[config.mk]
export PLATFORM = sky130hd
export DESIGN_NAME = char_lcd_nibble_sequencer_unit
export DESIGN_NICKNAME = d
export VERILOG_FILES = /design/src/rtl/clns_pkg.sv /design/src/rtl/clns_front.sv /design/src/rtl/clns_queue.sv /design/src/rtl/clns_back.sv /design/src/rtl/char_lcd_nibble_sequencer_unit.sv
export VERILOG_INCLUDE_DIRS = /design/src /design/src/rtl
export SDC_FILE = /design/constraint.sdc
export NUM_CORES = 1
export LEC_CHECK = 0
export ABC_CLOCK_PERIOD_IN_PS = 3900
export CORE_UTILIZATION = 30
export DETAILED_ROUTE_END_ITERATION = 10
export DONT_BUFFER_PORTS = 1
export GPL_TIMING_DRIVEN = 1
export PLACE_DENSITY = 0.53
export SYNTH_ARGS = -nofsm -noshare
export SYNTH_HDL_FRONTEND = slang
export SYNTH_SLANG_ARGS = --single-unit
[constraint.sdc]
create_clock -name clk -period 3.9 [get_ports clk]
set_input_delay 0.39 -clock clk [delete_from_list [all_inputs] [get_ports clk]]
set_output_delay 0.39 -clock clk [all_outputs]
set_load 0.01 [all_outputs]
[src/rtl/char_lcd_nibble_sequencer_unit_assert.svh]
// Assertion macros shared by the character LCD nibble sequencer.
`ifndef CHAR_LCD_NIBBLE_SEQUENCER_UNIT_ASSERT_SVH
`define CHAR_LCD_NIBBLE_SEQUENCER_UNIT_ASSERT_SVH

// Same-cycle implication, checked on every rising edge outside reset.
`define CLNS_ASSERT_NOW(label, ante, cons) \
	label: assert property (@(posedge clk) disable iff (!arst_n) (ante) |-> (cons)) \
		else $error("clns assertion failed");

// Next-cycle implication, checked on every rising edge outside reset.
`define CLNS_ASSERT_NEXT(label, ante, cons) \
	label: assert property (@(posedge clk) disable iff (!arst_n) (ante) |=> (cons)) \
		else $error("clns assertion failed");

`endif

[src/rtl/clns_pkg.sv]
// Types, constants and the init command table of the LCD nibble sequencer.
package clns_pkg;

	localparam int CFG_W = 20;
	localparam int WAIT_AFTER_W = 21;
	localparam int REG_INDEX_W = 3;
	localparam int STEP_W = 4;

	// Request kinds.
	localparam logic [1:0] REQ_INIT     = 2'd0;
	localparam logic [1:0] REQ_COMMAND  = 2'd1;
	localparam logic [1:0] REQ_DATA     = 2'd2;
	localparam logic [1:0] REQ_POSITION = 2'd3;

	// Configuration register indexes.
	localparam logic [REG_INDEX_W-1:0] REG_COMMAND_PULSE      = 3'd0;
	localparam logic [REG_INDEX_W-1:0] REG_DATA_PULSE         = 3'd1;
	localparam logic [REG_INDEX_W-1:0] REG_COMMAND_SETTLE     = 3'd2;
	localparam logic [REG_INDEX_W-1:0] REG_SLOW_COMMAND_EXTRA = 3'd3;
	localparam logic [REG_INDEX_W-1:0] REG_POWER_UP_WAIT      = 3'd4;
	localparam logic [REG_INDEX_W-1:0] REG_INIT_SECOND_WAIT   = 3'd5;
	localparam logic [REG_INDEX_W-1:0] REG_DATA_GAP           = 3'd6;

	// Reset values of the timing registers.
	localparam logic [CFG_W-1:0] RST_COMMAND_PULSE      = 20'd3;
	localparam logic [CFG_W-1:0] RST_DATA_PULSE         = 20'd120;
	localparam logic [CFG_W-1:0] RST_COMMAND_SETTLE     = 20'd3000;
	localparam logic [CFG_W-1:0] RST_SLOW_COMMAND_EXTRA = 20'd9000;
	localparam logic [CFG_W-1:0] RST_POWER_UP_WAIT      = 20'd120000;
	localparam logic [CFG_W-1:0] RST_INIT_SECOND_WAIT   = 20'd30000;
	localparam logic [CFG_W-1:0] RST_DATA_GAP           = 20'd150000;

	localparam logic [7:0] SET_POSITION_BIT = 8'h80;
	localparam logic [7:0] SLOW_COMMAND_LIMIT = 8'h04;

	// Power-up nibbles and the init command sequence.
	localparam logic [3:0] WAKE_NIBBLE     = 4'h3;
	localparam logic [3:0] FOUR_BIT_NIBBLE = 4'h2;
	localparam logic [7:0] CMD_FUNCTION_SET = 8'h28;
	localparam logic [7:0] CMD_DISPLAY_ON   = 8'h0F;
	localparam logic [7:0] CMD_CURSOR_SHIFT = 8'h16;
	localparam logic [7:0] CMD_CLEAR        = 8'h01;
	localparam logic [7:0] CMD_RETURN_HOME  = 8'h02;

	localparam logic [STEP_W-1:0] INIT_WAKE_STEPS = 4'd4;
	localparam logic [STEP_W-1:0] INIT_LAST_STEP  = 4'd13;

	typedef struct packed {
		logic       is_init;
		logic       is_data;
		logic [7:0] code;
	} entry_t;

	typedef struct packed {
		logic [CFG_W-1:0] command_pulse;
		logic [CFG_W-1:0] data_pulse;
		logic [CFG_W-1:0] command_settle;
		logic [CFG_W-1:0] slow_command_extra;
		logic [CFG_W-1:0] power_up_wait;
		logic [CFG_W-1:0] init_second_wait;
		logic [CFG_W-1:0] data_gap;
	} cfg_t;

	typedef struct packed {
		logic       full;
		logic       empty;
		logic [1:0] count;
	} qstat_t;

	function automatic logic [7:0] init_byte(input logic [2:0] idx);
		logic [7:0] code;
		unique case (idx)
			3'd0:    code = CMD_FUNCTION_SET;
			3'd1:    code = CMD_DISPLAY_ON;
			3'd2:    code = CMD_CURSOR_SHIFT;
			3'd3:    code = CMD_CLEAR;
			default: code = CMD_RETURN_HOME;
		endcase
		return code;
	endfunction

endpackage

[src/rtl/clns_front.sv]
// Front stage: accepts requests and turns them into queue entries.
module clns_front import clns_pkg::*; (
	input  logic       clk,
	input  logic       arst_n,
	input  logic       in_valid,
	output logic       in_ready,
	input  logic [1:0] req_type,
	input  logic [7:0] byte_value,
	output logic       push,
	output entry_t     push_entry,
	input  logic       push_ready
);

	logic   valid_s1;
	entry_t entry_s1;
	entry_t entry_d;

	always_comb begin
		entry_d = '0;
		unique case (req_type)
			REQ_INIT: begin
				entry_d.is_init = 1'b1;
			end
			REQ_COMMAND: begin
				entry_d.code = byte_value;
			end
			REQ_DATA: begin
				entry_d.is_data = 1'b1;
				entry_d.code = byte_value;
			end
			default: begin
				entry_d.code = byte_value | SET_POSITION_BIT;
			end
		endcase
	end

	assign in_ready = !valid_s1 || push_ready;
	assign push = valid_s1;
	assign push_entry = entry_s1;

	always_ff @(posedge clk or negedge arst_n) begin
		if (!arst_n) begin
			valid_s1 <= 1'b0;
		end else if (in_ready) begin
			valid_s1 <= in_valid;
		end
	end

	always_ff @(posedge clk) begin
		if (in_valid && in_ready) begin
			entry_s1 <= entry_d;
		end
	end

endmodule

[src/rtl/clns_queue.sv]
// Two-entry queue between the request front stage and the strobe sequencer.
module clns_queue import clns_pkg::*; (
	input  logic   clk,
	input  logic   arst_n,
	input  logic   push,
	input  entry_t push_entry,
	output logic   push_ready,
	input  logic   pop,
	output logic   head_valid,
	output entry_t head_entry,
	output qstat_t status
);

	entry_t     slot_q [2];
	logic       wr_ptr_q;
	logic       rd_ptr_q;
	logic [1:0] count_q;
	logic       do_push;
	logic       do_pop;

	assign push_ready = (count_q != 2'd2);
	assign head_valid = (count_q != 2'd0);
	assign head_entry = slot_q[rd_ptr_q];
	assign do_push = push && push_ready;
	assign do_pop = pop && head_valid;

	assign status.full = !push_ready;
	assign status.empty = !head_valid;
	assign status.count = count_q;

	always_ff @(posedge clk or negedge arst_n) begin
		if (!arst_n) begin
			wr_ptr_q <= 1'b0;
			rd_ptr_q <= 1'b0;
			count_q <= 2'd0;
		end else begin
			if (do_push) begin
				wr_ptr_q <= !wr_ptr_q;
			end
			if (do_pop) begin
				rd_ptr_q <= !rd_ptr_q;
			end
			if (do_push && !do_pop) begin
				count_q <= count_q + 2'd1;
			end else if (do_pop && !do_push) begin
				count_q <= count_q - 2'd1;
			end
		end
	end

	always_ff @(posedge clk) begin
		if (do_push) begin
			slot_q[wr_ptr_q] <= push_entry;
		end
	end

endmodule

[src/rtl/clns_back.sv]
// Back stage: steps through the nibble strobes of the entry at the queue head.
module clns_back import clns_pkg::*; (
	input  logic                    clk,
	input  logic                    arst_n,
	input  cfg_t                    cfg,
	input  logic                    head_valid,
	input  entry_t                  head_entry,
	output logic                    pop,
	output logic                    out_valid,
	input  logic                    out_ready,
	output logic [CFG_W-1:0]        wait_before,
	output logic                    reg_select,
	output logic [3:0]              nibble,
	output logic [CFG_W-1:0]        pulse_cycles,
	output logic [WAIT_AFTER_W-1:0] wait_after,
	output logic                    last
);

	logic [STEP_W-1:0]       step_q;
	logic [STEP_W-1:0]       step_m4;
	logic                    wake_phase;
	logic [7:0]              code;
	logic                    load;
	logic [CFG_W-1:0]        wb_d;
	logic [3:0]              nib_d;
	logic [CFG_W-1:0]        pulse_d;
	logic [WAIT_AFTER_W-1:0] wa_d;
	logic                    last_d;

	logic                    valid_q;
	logic [CFG_W-1:0]        wb_q;
	logic                    rs_q;
	logic [3:0]              nib_q;
	logic [CFG_W-1:0]        pulse_q;
	logic [WAIT_AFTER_W-1:0] wa_q;
	logic                    last_q;

	// Init steps 4 and up walk the command table two nibbles per byte.
	assign step_m4 = step_q - INIT_WAKE_STEPS;
	assign wake_phase = head_entry.is_init && (step_q < INIT_WAKE_STEPS);
	assign code = head_entry.is_init ? init_byte(step_m4[3:1]) : head_entry.code;

	always_comb begin
		wb_d = '0;
		if (head_entry.is_init && step_q == '0) begin
			wb_d = cfg.power_up_wait;
		end
		pulse_d = head_entry.is_data ? cfg.data_pulse : cfg.command_pulse;
		if (wake_phase) begin
			nib_d = (step_q == INIT_WAKE_STEPS - 4'd1) ? FOUR_BIT_NIBBLE : WAKE_NIBBLE;
			if (step_q == '0) begin
				wa_d = {1'b0, cfg.init_second_wait};
			end else begin
				wa_d = {1'b0, cfg.command_settle};
			end
		end else begin
			nib_d = step_q[0] ? code[3:0] : code[7:4];
			if (!step_q[0]) begin
				wa_d = '0;
			end else if (head_entry.is_data) begin
				wa_d = {1'b0, cfg.data_gap};
			end else if (code < SLOW_COMMAND_LIMIT) begin
				wa_d = {1'b0, cfg.command_settle} + {1'b0, cfg.slow_command_extra};
			end else begin
				wa_d = {1'b0, cfg.command_settle};
			end
		end
		last_d = head_entry.is_init ? (step_q == INIT_LAST_STEP) : step_q[0];
	end

	assign load = head_valid && (!valid_q || out_ready);
	assign pop = load && last_d;

	always_ff @(posedge clk or negedge arst_n) begin
		if (!arst_n) begin
			valid_q <= 1'b0;
			step_q <= '0;
		end else begin
			if (load) begin
				valid_q <= 1'b1;
			end else if (out_ready) begin
				valid_q <= 1'b0;
			end
			if (load) begin
				step_q <= last_d ? '0 : step_q + 4'd1;
			end
		end
	end

	always_ff @(posedge clk) begin
		if (load) begin
			wb_q <= wb_d;
			rs_q <= head_entry.is_data;
			nib_q <= nib_d;
			pulse_q <= pulse_d;
			wa_q <= wa_d;
			last_q <= last_d;
		end
	end

	assign out_valid = valid_q;
	assign wait_before = wb_q;
	assign reg_select = rs_q;
	assign nibble = nib_q;
	assign pulse_cycles = pulse_q;
	assign wait_after = wa_q;
	assign last = last_q;

endmodule

[src/rtl/char_lcd_nibble_sequencer_unit.sv]
// Top level of the character LCD nibble sequencer: timing registers and the three stages.
//
//   channel   handshake             payload
//   request   in_valid / in_ready   req_type, byte_value
//   strobe    out_valid / out_ready wait_before, reg_select, nibble, pulse_cycles,
//                                   wait_after, last
//   config    cfg_write             cfg_index, cfg_data
//
// One strobe beat leaves per cycle while out_ready holds: a command, data or position
// request is two beats and init is fourteen, set by the single step counter of the
// back stage. A request reaches the outputs through the front register, a queue slot
// and the back stage output registers. Reset clears the queue, the step counter and
// the valid flags and loads the timing registers with their defaults.
// While the output stalls, requests flow into the two-entry queue until it is full.
module char_lcd_nibble_sequencer_unit import clns_pkg::*; (
	input  logic                    clk,
	input  logic                    arst_n,
	input  logic                    in_valid,
	output logic                    in_ready,
	input  logic [1:0]              req_type,
	input  logic [7:0]              byte_value,
	output logic                    out_valid,
	input  logic                    out_ready,
	output logic [CFG_W-1:0]        wait_before,
	output logic                    reg_select,
	output logic [3:0]              nibble,
	output logic [CFG_W-1:0]        pulse_cycles,
	output logic [WAIT_AFTER_W-1:0] wait_after,
	output logic                    last,
	input  logic                    cfg_write,
	input  logic [REG_INDEX_W-1:0]  cfg_index,
	input  logic [CFG_W-1:0]        cfg_data
);

	`include "char_lcd_nibble_sequencer_unit_assert.svh"

	cfg_t   cfg_q;
	logic   push;
	entry_t push_entry;
	logic   push_ready;
	logic   pop;
	logic   head_valid;
	entry_t head_entry;
	qstat_t q_status;

	always_ff @(posedge clk or negedge arst_n) begin
		if (!arst_n) begin
			cfg_q.command_pulse <= RST_COMMAND_PULSE;
			cfg_q.data_pulse <= RST_DATA_PULSE;
			cfg_q.command_settle <= RST_COMMAND_SETTLE;
			cfg_q.slow_command_extra <= RST_SLOW_COMMAND_EXTRA;
			cfg_q.power_up_wait <= RST_POWER_UP_WAIT;
			cfg_q.init_second_wait <= RST_INIT_SECOND_WAIT;
			cfg_q.data_gap <= RST_DATA_GAP;
		end else if (cfg_write) begin
			unique case (cfg_index)
				REG_COMMAND_PULSE:      cfg_q.command_pulse <= cfg_data;
				REG_DATA_PULSE:         cfg_q.data_pulse <= cfg_data;
				REG_COMMAND_SETTLE:     cfg_q.command_settle <= cfg_data;
				REG_SLOW_COMMAND_EXTRA: cfg_q.slow_command_extra <= cfg_data;
				REG_POWER_UP_WAIT:      cfg_q.power_up_wait <= cfg_data;
				REG_INIT_SECOND_WAIT:   cfg_q.init_second_wait <= cfg_data;
				REG_DATA_GAP:           cfg_q.data_gap <= cfg_data;
				default: begin
				end
			endcase
		end
	end

	clns_front u_front (
		.clk        (clk),
		.arst_n     (arst_n),
		.in_valid   (in_valid),
		.in_ready   (in_ready),
		.req_type   (req_type),
		.byte_value (byte_value),
		.push       (push),
		.push_entry (push_entry),
		.push_ready (push_ready)
	);

	clns_queue u_queue (
		.clk        (clk),
		.arst_n     (arst_n),
		.push       (push),
		.push_entry (push_entry),
		.push_ready (push_ready),
		.pop        (pop),
		.head_valid (head_valid),
		.head_entry (head_entry),
		.status     (q_status)
	);

	clns_back u_back (
		.clk          (clk),
		.arst_n       (arst_n),
		.cfg          (cfg_q),
		.head_valid   (head_valid),
		.head_entry   (head_entry),
		.pop          (pop),
		.out_valid    (out_valid),
		.out_ready    (out_ready),
		.wait_before  (wait_before),
		.reg_select   (reg_select),
		.nibble       (nibble),
		.pulse_cycles (pulse_cycles),
		.wait_after   (wait_after),
		.last         (last)
	);

	// The queue never holds more than its two slots.
	`CLNS_ASSERT_NOW(a_queue_bound, 1'b1, q_status.count != 2'd3)
	// A nonzero pre-wait only comes with the first power-up nibble.
	`CLNS_ASSERT_NOW(a_prewait_first_init, out_valid && wait_before != '0,
		!reg_select && nibble == WAKE_NIBBLE && !last)
	// The high nibble of a character never carries a post-wait.
	`CLNS_ASSERT_NOW(a_data_high_no_wait, out_valid && reg_select && !last,
		wait_after == '0)
	// An accepted request always lands in the front register.
	`CLNS_ASSERT_NEXT(a_front_loads, in_valid && in_ready, push)

endmodule
==> results.yml <==
status:
  status: "complete, no violations"
detailed_routing:
  dr.pass1.iters: 4
  dr_total_vias: 6944
  drtAntennaViolNets: 0
  drt-initial-drc-count: 469
  wire_per_inst_um: 19.1
  drc: 0
  avgViaCountPerCell: 4.82
  wirelength_um: 27500
yosys:
  synth_fp_nets: 954
  synth_warnings: 0
  syn_inst: 884
  ys_ff_latch: 247
  synth_area_um2: 11300
  synth-edff-count: 97
  synth_top_area_cell: "edfxtp_1"
  async_flop_share_pct: 60.7
  ys_seq_area_share_pct: 59.3
  synth_top_area_share_pct: 25.7
  synth_flop_cell: "dfrtp_1"
  synth_area_leaders: "edfxtp_1 (26%), dfrtp_1 (24%), mux2_2 (14%)"
  synth_cell_type_count: 58
  avgSynthCellArea_um2: 12.8
die:
  num_io_pins: 107
  rows: 70
  core_um2: 36900
  fp.dieH_um: 196
  dieWidth_um: 196
  dieArea_um2: 38500
  start_util_pct: 30.7
placed_design:
  gp_congestion: 0.836
  dp_hpwl_um: 17800
  dp_cells: 1367
  portBuffers: 0
cts:
  cts-root-buf: "clkbuf_16"
  clk_latency_ns: 0.56
  path_clk_slew_ns: 0.06
  cts_buffers: 27
  htreeDepth: 1
  clkSinkCount: 247
  cts_buffer_depth: 3
  cts_tree: "done"
layout:
  drive_gt1_share_pct: 27.6
  fin_cells: 1440
  area_growth_pct: 16.0
  fin_nets: 985
  regArea_um2: 6720
  multi_input_area_um2: 4400
  fill_cells: 3552
  diodes: 0
critical_path:
  r2r_setup_slack_ns: 0.87
  rr_startpoint: "u_queue.rd_ptr_q$_DFFE_PN0P_"
  worstSetupPathType: "flop to flop"
  critPathArrivalTime_ns: 3.31
  start_kind: "flop"
  cp_max_fo: 25
  end_kind: "flop"
  reg2reg_to: "u_back.wait_after[14]$_DFFE_PP_"
  required_ns: 4.19
  rr_worst_depth: 7
sta:
  fmax_ghz: 0.330
  rsz0062_at_grt: "false"
  fin_crit_ns: 3.03
  fin_crit_sh_pct: 77.6
  setup_viol: 0
  final-hold-violation-count: 0
  worst_slew_pin_slew_ns: 1.22
  final_max_slew_viol_count: 0
  slew_headroom_pct: 19.0
  fin_skew_ns: 0.0235
  setup-tns-final_ns: 0
pwr:
  ir_worst_vdd_mv: 0.360
  p_per_area_nw_per_um2: 761
  power.leakage_uw: 0.00530
global_route:
  grt_antenna_before_repair: 1
  grt_max_degree: 151
  grt_usage_pct: 14.4
  grt-ovfl-total: 0
  grt_pass1_wl_um: 42800
  grt_pass1_vias: 7061
hold_path:
  hp-class: "primary input to flop"
  min_from: "out_ready"
  min_to: "u_back.out_valid$_DFFE_PN0P_"
  hold_path_depth: 2
job:
  cap_violations: 0
cell usage in the layout (no fill, tap or decap), types with 12 or more instances in the layout:
cell,count
mux2i_1,22
buf_4,18
inv_1,16
nand3_1,12
dfrtp_1,110
ha_1,31
clkbuf_16,27
mux2_2,140
nor2_1,25
xnor2_1,13
nand2_1,117
dfstp_2,40
and3_1,26
edfxtp_1,97
o21ai_0,35
dlygate4sd3_1,22
a21oi_1,53
synth_stat cells (all sizes together) (12+ instances only):
library cell,count
nand3,12
ha,31
and3,26
inv,16
clkbuf,31
xnor2,13
nand2,117
mux2,141
nor2,26
o21ai,40
mux2i,23
dfrtp,110
dfstp,40
a21oi,54
edfxtp,97
worst max-delay path: stages, from the launching register on:
cell and delay, ns:
dfrtp_1 0.54, mux2_4 0.47, a311oi_2 0.31, nand4_1 0.16, or2_1 0.63, o21ai_4 0.38
o22a_1 0.18, o21ai_0 0.08
routing by layer:
layer	global-route usage (%)	wire [um]	vias up	share of wire, %
met2	22.6	12400	163	45
met5	0	0	-	0
li1	-	-	3260	-
met1	20.0	12900	3483	47
met4	3.30	569	0	2.1
met3	3.40	1580	38	5.7
registers in the layout, indices dropped and copies added (netlist names):
| signal | flops |
|---|---|
| u_back.wait_before | 20 |
| u_back.pulse_cycles | 20 |
| u_front.push_entry | 10 |
| u_back.reg_select | 1 |
| u_back.nibble | 4 |
| u_back.out_valid | 1 |
| u_back.step_q | 4 |
| cfg_q | 140 |
| u_queue.slot_q | 20 |
| u_queue.rd_ptr_q | 1 |
| u_back.last | 1 |
| u_queue.wr_ptr_q | 1 |
| u_back.wait_after | 21 |
| u_queue.count_q | 2 |
| u_front.push | 1 |
timing repair:
item	in CTS	in global routing
hold endpoints to repair	291	0
setup buffers	0	0
setup endpoints to repair	0	0
gates resized for setup	0	0
hold buffers	23	0
final cells by class:
type | count | area share [%]
sequential | 247 | 51.2
multi-input combinational | 581 | 33.5
clock buffer | 39 | 5.79
tap | 504 | 4.80
timing repair buffer | 41 | 2.92
clock inverter | 11 | 1.35
inverter | 17 | 0.496
how the worst max path moves through the flow:
| stage | start | endpoint |
|---|---|---|
| 6_report | u_queue.rd_ptr_q$_DFFE_PN0P_ | u_back.wait_after[14]$_DFFE_PP_ |
| 5_1_grt | u_queue.rd_ptr_q$_DFFE_PN0P_ | u_back.wait_after[16]$_DFFE_PP_ |
| 4_1_cts | u_queue.rd_ptr_q$_DFFE_PN0P_ | u_back.wait_after[15]$_DFFE_PP_ |
| 3_5_place_dp | u_queue.rd_ptr_q$_DFFE_PN0P_ | u_back.wait_after[15]$_DFFE_PP_ |
| 3_3_place_gp | u_queue.rd_ptr_q$_DFFE_PN0P_ | u_back.wait_after[15]$_DFFE_PP_ |
| 2_1_floorplan | u_queue.count_q[0]$_DFFE_PN0P_ | u_queue.count_q[1]$_DFFE_PN0P_ |
cells by family after synthesis:
group                      count (synthesis)  share of synthesized area (%)
AOI/OAI and AO/OA                        132                           7.13
xor gates and xnor gates                  22                           1.70
adders and majority gates                 32                           3.60
buffers and inverters                     56                           2.10
DFF                                      247                           59.3
muxes                                    166                           16.5
and+or+nand+nor                          229                           9.62
where the power goes:
part           internal [uW]  switching (uW)
combinational           1140            1720
sequential              3770             659
clock                   1630            1070
total                   6540            3450
metrics by stage:
stage               hold slack, ns  utilization [%]  setup WS [ns]  total power [uW]  instance area (um^2)
floorplan                   0.0944                -          0.645              6400                 11300
global placement             0.101             32.4          0.943              7260                 11900
detailed placement           0.103             32.4          0.843              7290                 11900
CTS                         0.0294             35.6          0.865             10100                 13100
global route                0.0318             35.6          0.668             10600                 13100
finish                      0.0467             35.6          0.872              9990                 13100
No activity file was read; power rests on OpenSTA's default activity.
